## src/hdl/wpr_pkg.sv

```systemverilog
`default_nettype none

package wpr_pkg;

  // Fixed widths of the graph, the degree bookkeeping and the rank format.
  localparam int NODE_W     = 6;
  localparam int MAX_NODES  = 64;
  localparam int CNT_W      = 7;
  localparam int RANK_W     = 32;
  localparam int FRAC_BITS  = 30;
  localparam int DAMP_W     = 16;
  localparam int ITER_W     = 16;
  localparam int DEG_W      = 7;
  localparam int OUTH_W     = 8;
  localparam int SIN_W      = 12;
  localparam int SOUT_W     = 13;
  localparam int DEN_W      = 25;
  localparam int IO_W       = 13;
  localparam int NUM_W      = 45;
  localparam int DIFF_W     = 38;
  localparam int CFG_IDX_W  = 2;
  localparam int CFG_DATA_W = 32;

  // Configuration register indexes.
  localparam logic [CFG_IDX_W-1:0] CFG_NODE_COUNT = 2'd0;
  localparam logic [CFG_IDX_W-1:0] CFG_DAMPING    = 2'd1;
  localparam logic [CFG_IDX_W-1:0] CFG_TOLERANCE  = 2'd2;
  localparam logic [CFG_IDX_W-1:0] CFG_MAX_ITER   = 2'd3;

  // Opcodes of an input word.
  localparam logic OPC_ADD = 1'b0;
  localparam logic OPC_RUN = 1'b1;

  // Where a divider result goes.
  typedef enum logic [1:0] {
    DIV_START,
    DIV_BASE,
    DIV_TERM
  } div_src_e;

  typedef struct packed {
    logic              accept_add;
    logic              add_wr;
    logic              adj_re;
    logic              deg_re;
    logic              prev_re;
    logic              den_re;
    logic              next_re;
    logic              rd_b;
    logic [NODE_W-1:0] ia;
    logic [NODE_W-1:0] ib;
    logic              row_lat;
    logic              dg_clr;
    logic              dg_acc;
    logic              deg_wr;
    logic              sm_clr;
    logic              sm_acc;
    logic              den_mul;
    logic              den_wr;
    logic              div_go;
    div_src_e          div_src;
    logic              init_wr;
    logic              run_begin;
    logic              mn_io;
    logic              mn_mul;
    logic              dmp_mul;
    logic              next_wr;
    logic              pass_begin;
    logic              cp_wr;
    logic              pass_inc;
    logic              out_ld;
    logic              out_last;
    logic              adj_clr;
  } cmd_t;

  typedef struct packed {
    logic [NODE_W-1:0] n_m1;
    logic              div_busy;
    logic              div_done;
    logic              term_ok;
    logic              run_go;
    logic              diff_zero;
    logic              out_free;
  } stat_t;

  // Out-degree in half units; a page without out-links counts as one half.
  function automatic logic [OUTH_W-1:0] out_half(input logic [DEG_W-1:0] deg);
    logic [OUTH_W-1:0] res;
    if (deg == '0) begin
      res = OUTH_W'(1);
    end else begin
      res = {deg, 1'b0};
    end
    return res;
  endfunction

endpackage

`default_nettype wire

```

## src/hdl/wpr_ctrl.sv

```systemverilog
`default_nettype none

module wpr_ctrl (
  input  logic           clk_i,
  input  logic           rst_ni,
  input  logic           in_valid_i,
  output logic           in_stall_o,
  input  logic           opcode_i,
  input  wpr_pkg::stat_t stat_i,
  output wpr_pkg::cmd_t  cmd_o
);
  import wpr_pkg::*;

  localparam logic [5:0] ST_IDLE   = 6'd0;
  localparam logic [5:0] ST_ADD    = 6'd1;
  localparam logic [5:0] ST_DIVS   = 6'd2;
  localparam logic [5:0] ST_DIVSW  = 6'd3;
  localparam logic [5:0] ST_DIVB   = 6'd4;
  localparam logic [5:0] ST_DIVBW  = 6'd5;
  localparam logic [5:0] ST_INIT   = 6'd6;
  localparam logic [5:0] ST_DG_ROW = 6'd7;
  localparam logic [5:0] ST_DG_LAT = 6'd8;
  localparam logic [5:0] ST_DG_RD  = 6'd9;
  localparam logic [5:0] ST_DG_ACC = 6'd10;
  localparam logic [5:0] ST_DG_WR  = 6'd11;
  localparam logic [5:0] ST_SM_ROW = 6'd12;
  localparam logic [5:0] ST_SM_LAT = 6'd13;
  localparam logic [5:0] ST_SM_RD  = 6'd14;
  localparam logic [5:0] ST_SM_ACC = 6'd15;
  localparam logic [5:0] ST_SM_MUL = 6'd16;
  localparam logic [5:0] ST_SM_WR  = 6'd17;
  localparam logic [5:0] ST_PCHK   = 6'd18;
  localparam logic [5:0] ST_MN_DEG = 6'd19;
  localparam logic [5:0] ST_MN_IO  = 6'd20;
  localparam logic [5:0] ST_MN_RD  = 6'd21;
  localparam logic [5:0] ST_MN_CHK = 6'd22;
  localparam logic [5:0] ST_MN_MUL = 6'd23;
  localparam logic [5:0] ST_MN_DW  = 6'd24;
  localparam logic [5:0] ST_MN_DMP = 6'd25;
  localparam logic [5:0] ST_MN_WR  = 6'd26;
  localparam logic [5:0] ST_CP_RD  = 6'd27;
  localparam logic [5:0] ST_CP_WR  = 6'd28;
  localparam logic [5:0] ST_PEND   = 6'd29;
  localparam logic [5:0] ST_EM_RD  = 6'd30;
  localparam logic [5:0] ST_EM_LD  = 6'd31;
  localparam logic [5:0] ST_CLR    = 6'd32;

  logic [5:0]        state_q, state_d;
  logic [NODE_W-1:0] ca_q, ca_d;
  logic [NODE_W-1:0] cb_q, cb_d;
  logic              last_a;
  logic              last_b;

  assign last_a = (ca_q == stat_i.n_m1);
  assign last_b = (cb_q == stat_i.n_m1);

  always_comb begin
    cmd_o         = cmd_t'('0);
    cmd_o.ia      = ca_q;
    cmd_o.ib      = cb_q;
    cmd_o.div_src = DIV_TERM;
    state_d       = state_q;
    ca_d          = ca_q;
    cb_d          = cb_q;
    in_stall_o    = (state_q != ST_IDLE);

    case (state_q)
      ST_IDLE: begin
        if (in_valid_i) begin
          if (opcode_i == OPC_ADD) begin
            cmd_o.accept_add = 1'b1;
            state_d          = ST_ADD;
          end else begin
            cmd_o.run_begin = 1'b1;
            ca_d            = '0;
            state_d         = ST_DIVS;
          end
        end
      end
      ST_ADD: begin
        cmd_o.add_wr = 1'b1;
        state_d      = ST_IDLE;
      end
      ST_DIVS: begin
        cmd_o.div_go  = 1'b1;
        cmd_o.div_src = DIV_START;
        state_d       = ST_DIVSW;
      end
      ST_DIVSW: begin
        if (stat_i.div_done) begin
          state_d = ST_DIVB;
        end
      end
      ST_DIVB: begin
        cmd_o.div_go  = 1'b1;
        cmd_o.div_src = DIV_BASE;
        state_d       = ST_DIVBW;
      end
      ST_DIVBW: begin
        if (stat_i.div_done) begin
          ca_d    = '0;
          state_d = ST_INIT;
        end
      end
      ST_INIT: begin
        cmd_o.init_wr = 1'b1;
        if (last_a) begin
          ca_d    = '0;
          state_d = ST_DG_ROW;
        end else begin
          ca_d = ca_q + NODE_W'(1);
        end
      end
      ST_DG_ROW: begin
        cmd_o.adj_re = 1'b1;
        state_d      = ST_DG_LAT;
      end
      ST_DG_LAT: begin
        cmd_o.row_lat = 1'b1;
        cmd_o.dg_clr  = 1'b1;
        cb_d          = '0;
        state_d       = ST_DG_RD;
      end
      ST_DG_RD: begin
        cmd_o.adj_re = 1'b1;
        cmd_o.rd_b   = 1'b1;
        state_d      = ST_DG_ACC;
      end
      ST_DG_ACC: begin
        cmd_o.dg_acc = 1'b1;
        if (last_b) begin
          state_d = ST_DG_WR;
        end else begin
          cb_d    = cb_q + NODE_W'(1);
          state_d = ST_DG_RD;
        end
      end
      ST_DG_WR: begin
        cmd_o.deg_wr = 1'b1;
        if (last_a) begin
          ca_d    = '0;
          state_d = ST_SM_ROW;
        end else begin
          ca_d    = ca_q + NODE_W'(1);
          state_d = ST_DG_ROW;
        end
      end
      ST_SM_ROW: begin
        cmd_o.adj_re = 1'b1;
        state_d      = ST_SM_LAT;
      end
      ST_SM_LAT: begin
        cmd_o.row_lat = 1'b1;
        cmd_o.sm_clr  = 1'b1;
        cb_d          = '0;
        state_d       = ST_SM_RD;
      end
      ST_SM_RD: begin
        cmd_o.deg_re = 1'b1;
        cmd_o.rd_b   = 1'b1;
        state_d      = ST_SM_ACC;
      end
      ST_SM_ACC: begin
        cmd_o.sm_acc = 1'b1;
        if (last_b) begin
          state_d = ST_SM_MUL;
        end else begin
          cb_d    = cb_q + NODE_W'(1);
          state_d = ST_SM_RD;
        end
      end
      ST_SM_MUL: begin
        cmd_o.den_mul = 1'b1;
        state_d       = ST_SM_WR;
      end
      ST_SM_WR: begin
        cmd_o.den_wr = 1'b1;
        if (last_a) begin
          ca_d    = '0;
          state_d = ST_PCHK;
        end else begin
          ca_d    = ca_q + NODE_W'(1);
          state_d = ST_SM_ROW;
        end
      end
      ST_PCHK: begin
        ca_d = '0;
        if (stat_i.run_go) begin
          cmd_o.pass_begin = 1'b1;
          state_d          = ST_MN_DEG;
        end else begin
          state_d = ST_EM_RD;
        end
      end
      ST_MN_DEG: begin
        cmd_o.deg_re = 1'b1;
        state_d      = ST_MN_IO;
      end
      ST_MN_IO: begin
        cmd_o.mn_io = 1'b1;
        cb_d        = '0;
        state_d     = ST_MN_RD;
      end
      ST_MN_RD: begin
        cmd_o.adj_re  = 1'b1;
        cmd_o.prev_re = 1'b1;
        cmd_o.den_re  = 1'b1;
        cmd_o.rd_b    = 1'b1;
        state_d       = ST_MN_CHK;
      end
      ST_MN_CHK: begin
        if (stat_i.term_ok) begin
          cmd_o.mn_mul = 1'b1;
          state_d      = ST_MN_MUL;
        end else if (last_b) begin
          state_d = ST_MN_DMP;
        end else begin
          cb_d    = cb_q + NODE_W'(1);
          state_d = ST_MN_RD;
        end
      end
      ST_MN_MUL: begin
        cmd_o.div_go  = 1'b1;
        cmd_o.div_src = DIV_TERM;
        state_d       = ST_MN_DW;
      end
      ST_MN_DW: begin
        if (stat_i.div_done) begin
          if (last_b) begin
            state_d = ST_MN_DMP;
          end else begin
            cb_d    = cb_q + NODE_W'(1);
            state_d = ST_MN_RD;
          end
        end
      end
      ST_MN_DMP: begin
        cmd_o.dmp_mul = 1'b1;
        state_d       = ST_MN_WR;
      end
      ST_MN_WR: begin
        cmd_o.next_wr = 1'b1;
        if (last_a) begin
          ca_d    = '0;
          state_d = ST_CP_RD;
        end else begin
          ca_d    = ca_q + NODE_W'(1);
          state_d = ST_MN_DEG;
        end
      end
      ST_CP_RD: begin
        cmd_o.next_re = 1'b1;
        cmd_o.prev_re = 1'b1;
        state_d       = ST_CP_WR;
      end
      ST_CP_WR: begin
        cmd_o.cp_wr = 1'b1;
        if (last_a) begin
          cmd_o.pass_inc = 1'b1;
          state_d        = ST_PEND;
        end else begin
          ca_d    = ca_q + NODE_W'(1);
          state_d = ST_CP_RD;
        end
      end
      ST_PEND: begin
        ca_d    = '0;
        state_d = stat_i.diff_zero ? ST_EM_RD : ST_PCHK;
      end
      ST_EM_RD: begin
        cmd_o.prev_re = 1'b1;
        state_d       = ST_EM_LD;
      end
      ST_EM_LD: begin
        if (stat_i.out_free) begin
          cmd_o.out_ld   = 1'b1;
          cmd_o.out_last = last_a;
          if (last_a) begin
            state_d = ST_CLR;
          end else begin
            ca_d    = ca_q + NODE_W'(1);
            state_d = ST_EM_RD;
          end
        end
      end
      ST_CLR: begin
        cmd_o.adj_clr = 1'b1;
        state_d       = ST_IDLE;
      end
      default: begin
        state_d = ST_IDLE;
      end
    endcase
  end

  always_ff @(posedge clk_i or negedge rst_ni) begin
    if (!rst_ni) begin
      state_q <= ST_IDLE;
      ca_q    <= '0;
      cb_q    <= '0;
    end else begin
      state_q <= state_d;
      ca_q    <= ca_d;
      cb_q    <= cb_d;
    end
  end

  a_wait_on_div : assert property (@(posedge clk_i) disable iff (!rst_ni)
    (state_q == ST_MN_DW) |-> (stat_i.div_busy || stat_i.div_done))
    else $error("waiting on a term division that is not running");

endmodule

`default_nettype wire

```

## config.mk

```make
export PLATFORM = sky130hd
export DESIGN_NAME = wpr_ctrl
export DESIGN_NICKNAME = d
export VERILOG_FILES = /design/src/hdl/wpr_pkg.sv /design/src/hdl/wpr_ctrl.sv
export SDC_FILE = /design/constraint.sdc
export NUM_CORES = 1
export LEC_CHECK = 0
export ABC_AREA = 0
export BUFFER_PORTS_ARGS = -buffer_cell sky130_fd_sc_hd__buf_2
export CAP_MARGIN = 20
export CORE_ASPECT_RATIO = 1.2
export CORE_MARGIN = 2
export CORE_UTILIZATION = 25
export CTS_CLUSTER_DIAMETER = 40
export CTS_CLUSTER_SIZE = 8
export DETAILED_ROUTE_END_ITERATION = 8
export PLACE_DENSITY = 0.49
export RECOVER_POWER = 25
export SLEW_MARGIN = 25
export SYNTH_ARGS = -nofsm -noshare
export SYNTH_HDL_FRONTEND = slang
export SYNTH_SLANG_ARGS = --single-unit
```

## constraint.sdc

```tcl
create_clock -name clk_i -period 4.45 [get_ports clk_i]
set_input_delay 0.6675 -clock clk_i [delete_from_list [all_inputs] [get_ports clk_i]]
set_output_delay 0.6675 -clock clk_i [all_outputs]
set_load 0.1 [all_outputs]
```

* After elaboration in Yosys (flattened, before gate mapping)
Index checks and enable logic that the tools add are counted.
** Word-level totals
- Flip-flop bits (word level) :: 18
- Latch bits :: 0
- Memory bits (writable) :: 0
- Memory bits (read-only) :: 0
- Input port bits :: 16
- Output and inout bits :: 44
- Word-level logic and storage cells :: 128
- Memories :: 0
** Operators by class
- Add/sub/neg operators :: 2
- $mul :: 0
- Div/mod/pow operators :: 0
- Magnitude comparators :: 0
- Equality and inequality tests :: 42
- Shift-type cells :: 0
- Mux-type cells :: 65
- Bitwise gates (word level) :: 0
- Reductions and logical operators :: 16
** Operator list (number)
- $pmux 6 s31 :: 1
- $mux 6 :: 17
- $eq 6x5->1 const B :: 16
- $eq 6x4->1 const B :: 8
- $pmux 6 s6 :: 1
- $mux 1 :: 31
- $eq 6x3->1 const B :: 4
- $pmux 6 s4 :: 1
- $mux 4 :: 5
- $ne 2x2->1 const B :: 8
- $add 6x1->6 const B :: 2
- $eq 6x2->1 const B :: 2
- $eq 6x6->1 :: 2
- $reduce_bool 6->1 :: 2
- $mux 2 :: 5
- $mux 5 :: 2
- $pmux 3 s3 :: 1
- $reduce_or 3->1 :: 3
- $reduce_or 2->1 :: 4
- $reduce_or 4->1 :: 2
- $eq 6x1->1 const B :: 1
- $eq 6x6->1 const B :: 1
- $logic_not 6->1 :: 1
- $reduce_and 6->1 :: 1
- other kinds (4) :: 4

* Logic depth before layout (Yosys ltp)
- Depth after elaboration :: 4
- Mapped depth :: 9
- Depth with buffers taken out :: 6

* Worst setup path before layout
Ideal clock, no wire load.
- Path kind :: input to output
- From :: input stat_i[0] (netlist bit)
- To :: output cmd_o[1] (netlist bit)
- Arrival :: 4.806 ns
- Data required time :: 3.783 ns
- Slack :: -1.023 ns
- Stages :: 3
- Path buffers :: 0
- Cell sequence :: inv_1 nor4_1 and3_1
** RTL lines
- start: declaration :: line wpr_ctrl.sv:9 : input wpr_pkg::stat_t stat_i,
- end: declaration :: line wpr_ctrl.sv:10 : output wpr_pkg::cmd_t cmd_o

==> results.cfg <==
[clock_network]
insertion_delay_ns = 0.25
cts_hold_buf = 0
ctsResizeCount = 0
htreeDepth = 1
post_cts_buffers = 0
cts_root_buf = clkbuf_8
cts.sinks = 18
clkTransAtPathRegs_ns = 0.07
cts-buffers-inserted = 3
cts_max_path_buffers = 2
cts_tree = done

[sta]
timing.final.crit_share_pct = 74.44
tns_ns = 0
rsz0062_at_grt = false
worst_pin_slew_ns = 1.151
report.final.slew_viol_count = 0
fin_skew_ns = 0.002441
fmax_mhz = 301.9
setup_viol = 0
period_minus_slack_ns = 3.313
max_slew_margin_pct = 23.58
finalHoldViolCount = 0

[finish]
layout_common_cells = buf_2 (55), nor2_1 (29), nand2_1 (27), dfrtp_1 (18), a21oi_1 (16)
nFillCells = 909
layout-drive-gt1-share_pct = 23.99
antenna_cells = 0
final_common_cell = buf_2
synthToLayoutAreaGrowth_pct = 19.87
nets = 340
final-seq-area_um2 = 450.4
multi_input_area_mm2 = 0.001460

[synth]
syn_nets = 293
yosysTopAreaCellShare_pct = 22.07
yosysUniqueCellTypes = 57
yosysWarnings = 0
synth_area_mm2 = 0.002041
synthFlopType = dfrtp_1
synthCells = 275
yosysSeqAreaShare_pct = 22.07
synth_largest_area_cell = dfrtp_1
synth_area_leaders = dfrtp_1 (22%), nor2_1 (5.3%), xor2_1 (5.2%), nand2_1 (5.0%), a21oi_1 (3.9%)
avgSynthCellArea_um2 = 7.421
synth-edff-count = 0
synth-seq-cells = 18
ys_async_sr_fraction_pct = 100.0

[min_path]
min_path_type = primary input to async pin

[detailed_routing]
drt_wl_total_um = 6811
vias_per_cell = 5.377
route.met2.wl_um = 3261
vias = 2237
top_layer = met4
dr.pass1.iters = 5
wl_per_cell_um = 16.37
first_iter_violations = 175
wl_met1_um = 3080
drc = 0
met3_wirelength_um = 358
final_antenna_net_count = 0

[grt]
grt_first_pass_wirelength_um = 11130
grt-ovfl-total = 0
grt_max_degree = 32
grt_pass1_vias = 2243
grt_util_all_layers_pct = 15.52
grt_antenna_before_repair = 0

[worst_setup_path]
crit_required_ns = 3.78
slowest_stage = dfrtp_1
cp.buffers_inverters = 2
cp_cell_sequence = nand2_1, or4_1, inv_1, buf_2
cp_top_family = simple AND/OR/NAND/NOR gates
crit_fanout = 26
path_class = register to output pin
crit_arrival_ns = 2.65
cp-end-kind = output pin
cpPeakStageDelay_ns = 0.89
cp-start-kind = register

[place]
dp_hpwl_um = 5055
gp_congestion = 0.9551
io_buffers = 58

[floorplanning]
core_mm2 = 0.008018
rows = 36
die_w_um = 86.48
start_util_pct = 25.45
pin_count = 60
die_h_um = 103.0
die_area_mm2 = 0.008904

[power]
peakVddDrop_v = 0.0002513
pwr_density_cell_mw_per_mm2 = 690.3
power_uw = 1688
leakage_uw = 0.001108

[status]
status = completed

[flow_run]
cap_violations = 0
registers in the layout (all words and copies together) (netlist names):
name	flops
ca_q	6
cb_q	6
state_q	6
cell type report:
cell class | count | share of cell area [%]
inverter | 10 | 1.535
multi-input combinational | 226 | 59.69
clock buffer | 4 | 2.251
sequential | 18 | 18.41
timing repair buffer | 63 | 13.25
tap | 95 | 4.859
per-stage QoR:
stage                     cells  utilization (%)  area [µm²]  hold slack, ns  setup slack (ns)
after floorplan             275                -        2066          0.3719            0.2763
after detailed placement    412            29.87        2395          0.5821             1.438
after CTS                   416            30.56        2450          0.3535             1.168
after global placement      412            29.87        2395          0.5650             1.455
final                       416            30.51        2446          0.5531             1.137
after global routing        416            30.51        2446          0.6322            0.9450
cells by family after synthesis:
family	synth area share (%)
buffers and inverters	7.603
adders and majority gates	1.226
AOI/OAI and AO/OA	22.01
and+or+nand+nor	35.74
muxes	3.617
DFF	22.07
xor gates and xnor gates	7.725
worst register-to-register path, cell delays in order, from the launching register on:
cell      delay (ns)
dfrtp_1         0.93
nand2b_1        0.52
nor3_1          0.20
a211oi_2        0.35
nand4b_1        0.39
or3_1           0.46
a21oi_1         0.15
power by group:
group          internal, µW  leakage, µW  switching (µW)  total [µW]
sequential              200     0.000241            84.9         285
clock                  78.5    0.0000288            53.1         132
combinational           334     0.000838             938        1270
metal layers:
metal  track usage (%)  up-vias
met2             26.80       74
met1             20.15     1060
met5                 0        -
li1                  -     1095
met4             5.168        0
met3             1.681        8
worst paths after layout:
path	slack [ns]	start	cells after the start	endpoint
min	0.55	rst_ni	1	cb_q[5]
min in group clk_i	0.59	ca_q[0]	1	ca_q[0]
min reg2reg	0.59	ca_q[0]	1	ca_q[0]
max	1.14	state_q[2]	4	cmd_o[17]
max reg2reg	1.38	state_q[5]	6	ca_q[3]
max in group asynchronous	3.30	rst_ni	1	state_q[5]
synth_stat cells, types with 2 or more instances:
cell type / count
a21o_1: 2
xor2_1: 12
nand2_1: 27
a21oi_1: 16
or3_1: 6
o21bai_1: 2
mux2i_1: 4
buf_6: 4
nor4_1: 7
buf_1: 2
a211oi_1: 2
a31oi_1: 3
o22ai_1: 5
o21ai_0: 11
nor2_1: 29
and3_1: 8
o21ai_1: 3
nor3_1: 14
nand4bb_1: 2
nand3_1: 5
o211ai_1: 2
and2_1: 4
ha_1: 2
nand4_1: 3
dfrtp_1: 18
nand3b_1: 3
a211oi_2: 2
nand4b_1: 4
or4b_1: 2
xnor2_1: 6
a32o_1: 3
mux2_2: 3
nor2b_1: 4
or4_1: 2
buf_2: 7
inv_1: 10
nand2b_1: 9
clkbuf_1: 8
Note: power is estimated with default switching activity, not from simulation.
